## src/hw/rtl/gbvu_pkg.sv

```systemverilog
// Shared constants, types and helpers of the greedy bandit value update block.
// No dependencies; every other file imports this package.

package gbvu_pkg;

	localparam int NUM_ARMS  = 16;
	localparam int ARM_W     = $clog2(NUM_ARMS);
	localparam int ARM_OUT_W = 4;
	localparam int Q_W       = 24;
	localparam int STEP_W    = 17;
	localparam int DIFF_W    = Q_W + 1;
	localparam int PROD_W    = DIFF_W + STEP_W + 1;
	localparam int FRAC_W    = 16;
	localparam int SUM_W     = PROD_W - FRAC_W + 1;
	localparam int CFG_IDX_W = 2;

	localparam logic [CFG_IDX_W-1:0] REG_INITIAL_VALUE = CFG_IDX_W'(0);
	localparam logic [CFG_IDX_W-1:0] REG_STEP_SIZE     = CFG_IDX_W'(1);

	localparam logic FUNC_REWARD  = 1'b0;
	localparam logic FUNC_RESTART = 1'b1;

	localparam logic [STEP_W-1:0] STEP_RESET = STEP_W'(6554);

	typedef logic signed [Q_W-1:0] q_t;
	typedef logic [ARM_W-1:0]      arm_t;
	typedef logic [STEP_W-1:0]     step_t;

	typedef struct packed {
		logic shift;
		q_t   head_new;
	} chain_ctl_t;

	function automatic logic [ARM_OUT_W-1:0] arm_to_out(input arm_t a);
		logic [ARM_W+ARM_OUT_W-1:0] t;
		t = {{ARM_OUT_W{1'b0}}, a};
		return t[ARM_OUT_W-1:0];
	endfunction

endpackage

```

## src/hw/rtl/gbvu_item_if.sv

```systemverilog
// Input channel of the greedy bandit block: valid/ready plus one item.
// Depends on gbvu_pkg.

interface gbvu_item_if;
	import gbvu_pkg::*;

	logic valid;
	logic ready;
	logic func;
	q_t   reward;

	modport source(output valid, output func, output reward, input ready);
	modport sink(input valid, input func, input reward, output ready);
endinterface

```

## src/hw/rtl/gbvu_result_if.sv

```systemverilog
// Output channel of the greedy bandit block: valid/ready plus one result.
// Depends on gbvu_pkg.

interface gbvu_result_if;
	import gbvu_pkg::*;

	logic                 valid;
	logic                 ready;
	logic [ARM_OUT_W-1:0] chosen_arm;
	q_t                   chosen_value;

	modport source(output valid, output chosen_arm, output chosen_value, input ready);
	modport sink(input valid, input chosen_arm, input chosen_value, output ready);
endinterface

```

## src/hw/rtl/gbvu_cell.sv

```systemverilog
// One cell of the value ring: holds a single arm estimate and passes it on.
// Depends on gbvu_pkg.

module gbvu_cell (
	input  logic          clk,
	input  logic          arst_n,
	input  logic          shift,
	input  gbvu_pkg::q_t  d,
	output gbvu_pkg::q_t  q
);
	import gbvu_pkg::*;

	q_t val_q;

	always_ff @(posedge clk or negedge arst_n) begin
		if (!arst_n) begin
			val_q <= '0;
		end else if (shift) begin
			val_q <= d;
		end
	end

	assign q = val_q;
endmodule

```

## src/hw/rtl/gbvu_ctrl.sv

```systemverilog
// Sequencer of the greedy bandit block: config registers, update arithmetic,
// ring rotation and running argmax over the head cell. Depends on gbvu_pkg
// and the two channel interfaces.

module gbvu_ctrl (
	input  logic                          clk,
	input  logic                          arst_n,
	gbvu_item_if.sink                     item,
	gbvu_result_if.source                 result,
	input  logic                          wr_en,
	input  logic [gbvu_pkg::CFG_IDX_W-1:0] wr_index,
	input  logic [gbvu_pkg::Q_W-1:0]      wr_data,
	input  gbvu_pkg::q_t                  head,
	output gbvu_pkg::chain_ctl_t          ctl
);
	import gbvu_pkg::*;

	typedef enum logic [2:0] {S_IDLE, S_MUL, S_ADD, S_SCAN, S_PUB} state_t;

	state_t                state_q;
	q_t                    init_q;
	step_t                 step_q;
	logic                  func_q;
	q_t                    reward_q;
	q_t                    lastq_q;
	arm_t                  last_arm_q;
	logic signed [PROD_W-1:0] prod_s1;
	q_t                    newq_s2;
	arm_t                  idx_q;
	q_t                    best_val_q;
	arm_t                  best_idx_q;
	logic                  out_valid_q;
	logic [ARM_OUT_W-1:0]  out_arm_q;
	q_t                    out_val_q;

	logic signed [DIFF_W-1:0]   diff_c;
	logic signed [STEP_W:0]     step_ext_c;
	logic signed [PROD_W-1:0]   prod_c;
	logic signed [SUM_W-1:0]    sum_c;
	q_t                         sat_c;
	q_t                         head_new_c;
	logic                       pub_c;

	always_comb begin
		diff_c     = DIFF_W'(reward_q) - DIFF_W'(lastq_q);
		step_ext_c = $signed({1'b0, step_q});
		prod_c     = diff_c * step_ext_c;
		sum_c      = SUM_W'(lastq_q) + SUM_W'($signed(prod_s1[PROD_W-1:FRAC_W]));
		if (sum_c[SUM_W-1:Q_W-1] == '0 || sum_c[SUM_W-1:Q_W-1] == '1) begin
			sat_c = sum_c[Q_W-1:0];
		end else if (sum_c[SUM_W-1]) begin
			sat_c = {1'b1, {(Q_W-1){1'b0}}};
		end else begin
			sat_c = {1'b0, {(Q_W-1){1'b1}}};
		end
		if (func_q == FUNC_RESTART) begin
			head_new_c = init_q;
		end else if (idx_q == last_arm_q) begin
			head_new_c = newq_s2;
		end else begin
			head_new_c = head;
		end
	end

	assign pub_c = (state_q == S_PUB) && (!out_valid_q || result.ready);

	assign ctl.shift    = (state_q == S_SCAN);
	assign ctl.head_new = head_new_c;

	assign item.ready          = (state_q == S_IDLE);
	assign result.valid        = out_valid_q;
	assign result.chosen_arm   = out_arm_q;
	assign result.chosen_value = out_val_q;

	always_ff @(posedge clk or negedge arst_n) begin
		if (!arst_n) begin
			state_q     <= S_IDLE;
			init_q      <= '0;
			step_q      <= STEP_RESET;
			func_q      <= FUNC_REWARD;
			reward_q    <= '0;
			lastq_q     <= '0;
			last_arm_q  <= '0;
			prod_s1     <= '0;
			newq_s2     <= '0;
			idx_q       <= '0;
			best_val_q  <= '0;
			best_idx_q  <= '0;
			out_valid_q <= 1'b0;
			out_arm_q   <= '0;
			out_val_q   <= '0;
		end else begin
			if (wr_en) begin
				case (wr_index)
					REG_INITIAL_VALUE: init_q <= wr_data;
					REG_STEP_SIZE:     step_q <= wr_data[STEP_W-1:0];
					default: ;
				endcase
			end
			if (pub_c) begin
				out_valid_q <= 1'b1;
			end else if (result.ready) begin
				out_valid_q <= 1'b0;
			end
			case (state_q)
				S_IDLE: begin
					if (item.valid) begin
						func_q   <= item.func;
						reward_q <= item.reward;
						idx_q    <= '0;
						state_q  <= S_MUL;
					end
				end
				S_MUL: begin
					prod_s1 <= prod_c;
					state_q <= S_ADD;
				end
				S_ADD: begin
					newq_s2 <= sat_c;
					state_q <= S_SCAN;
				end
				S_SCAN: begin
					if (idx_q == '0 || head_new_c > best_val_q) begin
						best_val_q <= head_new_c;
						best_idx_q <= idx_q;
					end
					idx_q <= idx_q + 1'b1;
					if (idx_q == ARM_W'(NUM_ARMS - 1)) begin
						state_q <= S_PUB;
					end
				end
				S_PUB: begin
					if (pub_c) begin
						out_arm_q   <= arm_to_out(best_idx_q);
						out_val_q   <= best_val_q;
						last_arm_q  <= best_idx_q;
						lastq_q     <= best_val_q;
						state_q     <= S_IDLE;
					end
				end
				default: state_q <= S_IDLE;
			endcase
		end
	end
endmodule

```

## src/hw/rtl/greedy_bandit_value_update.sv

```systemverilog
// Top level of the greedy bandit value update block: ring of value cells
// and its sequencer. Depends on gbvu_pkg, the channel interfaces, gbvu_cell
// and gbvu_ctrl.

// Greedy bandit agent with optimistic start values. Arm estimates sit in a
// ring of NUM_ARMS cells; each item rotates the ring once, one arm per cycle,
// rewriting the arm chosen last (reward beat) or every arm (restart beat)
// as it passes the head and keeping a running maximum, lowest index on ties.
// Each item steps through the idle state, which accepts the beat, the
// multiply state, the saturating add state, the rotation over all arms
// and finally the publish state, which writes the result into the
// output register. A result waits in that register without holding up the
// next beat's acceptance; the following result then waits in the publish
// step until the held one is taken. No clearing pass after reset.
// Config writes: index 0 initial_value, 1 step_size.

module greedy_bandit_value_update (
	input  logic                           clk,
	input  logic                           arst_n,
	gbvu_item_if.sink                      item,
	gbvu_result_if.source                  result,
	input  logic                           wr_en,
	input  logic [gbvu_pkg::CFG_IDX_W-1:0] wr_index,
	input  logic [gbvu_pkg::Q_W-1:0]       wr_data
);
	import gbvu_pkg::*;

	chain_ctl_t ctl;
	q_t         cell_q [NUM_ARMS];

	gbvu_ctrl u_ctrl (
		.clk      (clk),
		.arst_n   (arst_n),
		.item     (item),
		.result   (result),
		.wr_en    (wr_en),
		.wr_index (wr_index),
		.wr_data  (wr_data),
		.head     (cell_q[0]),
		.ctl      (ctl)
	);

	for (genvar i = 0; i < NUM_ARMS; i++) begin : g_cell
		if (i == NUM_ARMS - 1) begin : g_tail
			gbvu_cell u_cell (
				.clk    (clk),
				.arst_n (arst_n),
				.shift  (ctl.shift),
				.d      (ctl.head_new),
				.q      (cell_q[i])
			);
		end else begin : g_body
			gbvu_cell u_cell (
				.clk    (clk),
				.arst_n (arst_n),
				.shift  (ctl.shift),
				.d      (cell_q[i+1]),
				.q      (cell_q[i])
			);
		end
	end
endmodule

```

## src/flat_wrapper.sv

```systemverilog
// flat-port wrapper written by rule: the top's interface ports become plain ports
module greedy_bandit_value_update_flat import gbvu_pkg::*;
  (clk, arst_n, wr_en, wr_index, wr_data, item_valid, item_func, item_reward, item_ready, result_valid, result_chosen_arm, result_chosen_value, result_ready);
  gbvu_item_if item_i ();
  gbvu_result_if result_i ();
  input  logic clk;
  input  logic arst_n;
  input  logic wr_en;
  input  logic [gbvu_pkg::CFG_IDX_W-1:0] wr_index;
  input  logic [gbvu_pkg::Q_W-1:0] wr_data;
  input wire logic [$bits(item_i.valid)-1:0] item_valid;
  input wire logic [$bits(item_i.func)-1:0] item_func;
  input wire logic [$bits(item_i.reward)-1:0] item_reward;
  output wire logic [$bits(item_i.ready)-1:0] item_ready;
  output wire logic [$bits(result_i.valid)-1:0] result_valid;
  output wire logic [$bits(result_i.chosen_arm)-1:0] result_chosen_arm;
  output wire logic [$bits(result_i.chosen_value)-1:0] result_chosen_value;
  input wire logic [$bits(result_i.ready)-1:0] result_ready;
  assign item_i.valid = item_valid;
  assign item_i.func = item_func;
  assign item_i.reward = item_reward;
  assign item_ready = item_i.ready;
  assign result_valid = result_i.valid;
  assign result_chosen_arm = result_i.chosen_arm;
  assign result_chosen_value = result_i.chosen_value;
  assign result_i.ready = result_ready;
  greedy_bandit_value_update u_core (.clk(clk), .arst_n(arst_n), .item(item_i), .result(result_i), .wr_en(wr_en), .wr_index(wr_index), .wr_data(wr_data));
endmodule
```

## config.mk

```make
export PLATFORM = sky130hd
export DESIGN_NAME = greedy_bandit_value_update_flat
export DESIGN_NICKNAME = d
export VERILOG_FILES = /design/src/hw/rtl/gbvu_pkg.sv /design/src/hw/rtl/gbvu_item_if.sv /design/src/hw/rtl/gbvu_result_if.sv /design/src/hw/rtl/gbvu_cell.sv /design/src/hw/rtl/gbvu_ctrl.sv /design/src/hw/rtl/greedy_bandit_value_update.sv /design/src/flat_wrapper.sv
export SDC_FILE = /design/constraint.sdc
export NUM_CORES = 2
export LEC_CHECK = 0
export ABC_AREA = 1
export BUFFER_PORTS_ARGS = -buffer_cell sky130_fd_sc_hd__buf_2
export CORE_MARGIN = 4
export CORE_UTILIZATION = 50
export CTS_BUF_LIST = sky130_fd_sc_hd__clkbuf_4
export DETAILED_ROUTE_END_ITERATION = 6
export PLACE_DENSITY = 0.62
export SYNTH_ARGS = -nofsm -noshare
export SYNTH_HDL_FRONTEND = slang
export SYNTH_SLANG_ARGS = --single-unit
```

## constraint.sdc

```tcl
create_clock -name clk -period 9.6 [get_ports clk]
set_input_delay 1.44 -clock clk [delete_from_list [all_inputs] [get_ports clk]]
set_output_delay 1.44 -clock clk [all_outputs]
set_load 0.01 [all_outputs]
```

After elaboration in Yosys (flattened, before gate mapping)
Cells that the tools add are included.
{"block": "word_totals", "ramBits": 0, "latch_bits": 0, "elab_cells": 75, "in_bits": 56, "romBits": 0, "n_memories": 0, "regBits": 581}
{"block": "classes", "n_shift": 0, "multipliers": 1, "div_mod_pow": 0, "reduce_logical": 18, "n_lt_le_gt_ge": 1, "n_eq_ne": 11, "bitwise_logic": 0, "n_addsub": 3, "mux": 12}
{"operator": "$mux W24", "count": 4}
{"operator": "$mul A25 B18 Y43", "count": 1}
{"operator": "$add A24 B27 Y28", "count": 1}
{"operator": "$sub A24 B24 Y25", "count": 1}
{"operator": "$gt A24 B24 Y1", "count": 1}
{"operator": "$pmux W3 S5", "count": 1}
{"operator": "$reduce_and A2 Y1", "count": 6}
{"operator": "$mux W3", "count": 3}
{"operator": "$pmux W4 S2", "count": 1}
{"operator": "$eq A3 B2 Y1 const B", "count": 2}
{"operator": "$eq A5 B5 Y1 const B", "count": 1}
{"operator": "$logic_not A5 Y1", "count": 1}
{"operator": "$add A4 B1 Y4 const B", "count": 1}
{"operator": "$eq A4 B4 Y1", "count": 1}
{"operator": "$eq A4 B4 Y1 const B", "count": 1}
{"operator": "$logic_not A4 Y1", "count": 1}
{"operator": "$mux W4", "count": 1}
{"operator": "$ne A2 B2 Y1 const B", "count": 2}
{"operator": "$reduce_bool A2 Y1", "count": 2}
{"operator": "$eq A3 B1 Y1 const B", "count": 1}
{"operator": "$eq A3 B3 Y1 const B", "count": 1}
{"operator": "$logic_not A3 Y1", "count": 1}
{"operator": "$logic_or A1 B1 Y1", "count": 3}
{"operator": "$reduce_and A3 Y1", "count": 1}
{"operator": "other kinds (6)", "count": 7}

Logic depth before layout (Yosys ltp)
{"block": "logic_depth", "depth_word": 6, "depth_mapped": 42, "ltp_nobuf": 41}

Modules after synthesis
A second synthesis with hierarchy kept.
{"block": "hier_totals", "hier_cells": 5052, "area_unflattened_um2": 42428.2}
{"mod": "gbvu_ctrl", "cells_each": 3420, "area_per_inst_um2": 26833.2, "instances": 1}
{"mod": "gbvu_cell", "cells_each": 102, "area_per_inst_um2": 974.7, "instances": 16}

Worst setup path before layout
Ideal clock, no wire load.
{"block": "synth_path", "path_kind": "register to register", "start": "reg, netlist name u_core.u_ctrl.result.chosen_value[0]", "end": "reg u_core.u_ctrl.prod_s1[42]", "t_required_ns": 9.477, "synth_period_minus_slack_ns": 7.112, "setup_slack_ns": 2.488, "stages_incl_launch_ff": 33, "arrival_time_ns": 6.989, "path_cell_list": "dfrtp_1 -> ha_1 -> fa_1 -> nand3b_1 -> nand2_1 -> nand2_1 -> nand2_1 -> nand2_1 -> o211ai_1 -> nand3_1 -> nand3_1 -> nand2_2 -> nor2_1 -> inv_1 -> fa_1 -> fa_1 -> inv_1 -> fa_1 -> fa_1 -> fa_1 -> inv_1 -> fa_1 -> inv_1 -> ha_1 -> nand2_1 -> nor2_1 -> inv_1 -> nor3_1 -> nand4_1 -> nand3_1 -> nor2_1 -> o21ai_0 -> nand2_1"}
{"element": "end signal, assigned", "line_no": "gbvu_ctrl.sv:115", "source": "prod_s1 <= prod_c;"}
{"element": "end, declared", "line_no": "gbvu_ctrl.sv:27", "source": "logic signed [PROD_W-1:0] prod_s1;"}

==> results.json <==
{
  "status": "finished clean",
  "syn-num-nets": 5657,
  "die_area_sq_um": 86450,
  "clk_pin_slew_worst_paths_ns": 0.07,
  "rsz0062_at_grt": "false",
  "htreeDepth": 4,
  "tightest_slew_ns": 1.174,
  "clockRootBuffer": "clkbuf_4",
  "numPortBuffers": 85,
  "crit_path_top_delay_cell": "nor4b_2",
  "synthSimpleGateAreaFrac_pct": 23.56,
  "drc": 0,
  "synth-edff-count": 0,
  "holdCritStartpoint": "u_core.g_cell[11].g_body.u_cell.q[9]",
  "hp-class": "reg2reg",
  "maxCapViolCount": 0,
  "grt_usage_pct": 27.09,
  "synth.distinct_cells": 61,
  "finalNetCount": 5756,
  "ys_warn_count": 0,
  "core_sq_um": 80810,
  "cp-startpoint": "u_core.u_ctrl.result.chosen_value[0]",
  "timing.final.crit_share_pct": 94.50,
  "required_ns": 10.40,
  "grt_max_degree": 211,
  "wl_um": 114400,
  "vias_per_cell": 5.117,
  "clock_path_buffers": 3,
  "start_kind": "flip-flop",
  "avgSynthCellArea_sq_um": 8.170,
  "cts_tree": "done",
  "cts_sinks": 565,
  "first_pass_iters": 6,
  "synthMuxAreaShare_pct": 0.9360,
  "final_hold_viol_count": 0,
  "crit_fanout": 11,
  "yosys.area_share.adder_pct": 25.80,
  "cts_made_buffers": 149,
  "crit_type": "reg2reg",
  "antenna_found_initial": 1,
  "r2r_slack_ns": 0.53,
  "ys_ff_latch": 565,
  "synth_cells": 5007,
  "holdPathStages": 2,
  "multiInputGateArea_sq_um": 23090,
  "async_flop_share_pct": 100.0,
  "synth_compound_gate_area_share_pct": 4.970,
  "timing.rr.end": "u_core.u_ctrl.prod_s1[40]",
  "grt_pass1_vias": 32390,
  "cts-hold-fix-buffers": 0,
  "synth-xor-area-share_pct": 1.116,
  "synth_top_family_by_area": "adder cells",
  "clock-skew-final_ns": 0.07229,
  "seq_area_sq_um": 14150,
  "finalSetupViolations": 0,
  "worstReg2RegStart": "u_core.u_ctrl.result.chosen_value[0]",
  "insertion_delay_ns": 0.98,
  "grt_first_pass_wirelength_um": 182200,
  "ys.flop_type": "dfrtp_1",
  "reg2regPathDepth": 36,
  "routedWlPerCell_um": 18.23,
  "drive_above_1_share_pct": 9.293,
  "layout_min_cycle_time_ns": 9.072,
  "synth_area_sq_um": 40910,
  "cp_data_arrival_time_ns": 9.87,
  "tns_ns": 0,
  "slowest_delay_ns": 0.63,
  "min_to": "u_core.g_cell[10].g_body.u_cell.q[9]",
  "cp-end-kind": "flip-flop",
  "die_w_um": 294.0,
  "overflow": 0,
  "io_pins": 86,
  "setup_slack_ns": 0.5277,
  "ant_nets": 0,
  "die_h_um": 294.0,
  "dp_slack_ns": 0.4629,
  "worst_path_most_repeated_cell": "nand2_1",
  "dp_hpwl_um": 87380,
  "fmax_ghz": 0.1102,
  "areaGrowthSynthToFinish_pct": 8.002,
  "gp_congestion": 0.9780,
  "seq_area_frac_synth_pct": 34.59,
  "drt_iter0_drc": 2474,
  "nFillCells": 7847,
  "start_util_pct": 50.62,
  "report.final.slew_viol_count": 0,
  "rows": 104,
  "num_vias": 32090,
  "slew_headroom_pct": 21.56
}
-- cells by family after synthesis --
logic type,Yosys count
AO/OA/AOI/OAI,363
AND/OR/NAND/NOR,2442
XOR/XNOR,47
adder cells (fa/ha/maj),594
buffers and inverters,962
flip-flops,565
multiplexers,34
-- state kept, by name, summed over array words and instances, names as in the netlist --
register and count:
u_core.g_cell.g_body.u_cell.q 360, u_core.g_cell.g_tail.u_cell.q 24, u_core.u_ctrl.best_idx_q 4, u_core.u_ctrl.best_val_q 24, u_core.u_ctrl.func_q 1, u_core.u_ctrl.idx_q 4
u_core.u_ctrl.init_q 24, u_core.u_ctrl.newq_s2 24, u_core.u_ctrl.prod_s1 27, u_core.u_ctrl.result.chosen_arm 4, u_core.u_ctrl.result.chosen_value 24, u_core.u_ctrl.result.valid 1
u_core.u_ctrl.reward_q 24, u_core.u_ctrl.state_q 3, u_core.u_ctrl.step_q 17
-- per-layer routing --
metal	wire length (um)	track usage, %
met5	0	0
met4	4519	10.77
met3	6646	4.860
met2	53190	43.33
met1	50000	36.99
-- stage by stage --
| stage | util [%] | cells | instance area, sq um | hold WS, ns |
|---|---|---|---|---|
| finish | 54.67 | 6272 | 44180 | 0.4478 |
| global route | 54.66 | 6269 | 44170 | 0.4498 |
| CTS | 54.65 | 6268 | 44160 | 0.4223 |
| detailed placement | 52.37 | 6015 | 42320 | 0.4581 |
| global placement | 52.37 | 6015 | 42320 | 0.4528 |
| floorplan | - | 5007 | 40910 | 0.4380 |
-- synthesized netlist by cell type, types with 22 or more instances --
master       n  area [sq um]
nor2_1     330          1239
dfrtp_1    558         13960
nor2_2      22         137.6
clkbuf_1   136         510.5
nand3_1    137         685.7
inv_1      761          2856
a31oi_1     31         193.9
mux2_2      34         382.9
a21oi_1    122         610.6
xnor2_1     23         201.4
nand2_1   1856          6967
fa_1       416          8328
o21ai_0    157         785.8
buf_2       30         150.1
or2_2       26         162.7
ha_1       178          2227
-- worst max-delay path by stage --
stage / slack (ns) / endpoint / cells after the start
floorplan: 2.49 / u_core.u_ctrl.prod_s1[42] / 32
global placement: 0.43 / u_core.u_ctrl.prod_s1[40] / 36
detailed placement: 0.46 / u_core.u_ctrl.prod_s1[40] / 36
CTS: 0.39 / u_core.u_ctrl.prod_s1[40] / 36
global route: 0.28 / u_core.u_ctrl.prod_s1[40] / 36
finish: 0.53 / u_core.u_ctrl.prod_s1[40] / 36
-- final cells by class --
class / instances / share of cell area (%)
Clock buffer: 211 / 3.585
Timing Repair Buffer: 130 / 1.864
Sequential cell: 565 / 32.02
Antenna cell: 4 / 0.02266
Inverter: 780 / 6.650
Clock inverter: 42 / 0.5863
Tap cell: 1060 / 3.002
Multi-Input combinational cell: 3480 / 52.27
-- cells in the final DEF (no fill, tap or decap), drive strengths merged, types with 17 or more instances in the layout --
master	netlist	final
a31oi	31	31
buf	46	130
or2	27	27
o21ai	163	163
dfrtp	558	558
nand3	138	138
mux2	34	34
nor3	23	23
a21oi	125	125
nor2	352	352
xor2	24	24
clkbuf	136	211
clkinv	12	45
xnor2	23	23
inv	768	771
nand2	1866	1866
nand4	17	17
fa	416	416
ha	178	178
-- repair_timing --
item | CTS | global route
endpoints found under the hold margin | 0 | 0
resized for setup | 0 | 1
setup buffers | 0 | 0
setup endpoints to repair | 0 | 1
-- worst max-delay path, delay by kind of cell, from the launching register on --
family / cells / cell delay (ns)
buf+inv: 5 / 0.31
fa+ha+maj: 9 / 4.15
compound gates: 2 / 0.28
simple gates: 20 / 3.79
flops: 1 / 0.42
Power is left out: the tool's default activity adds up to more than one toggle a clock period on the data nets, which glitch-free logic cannot reach.
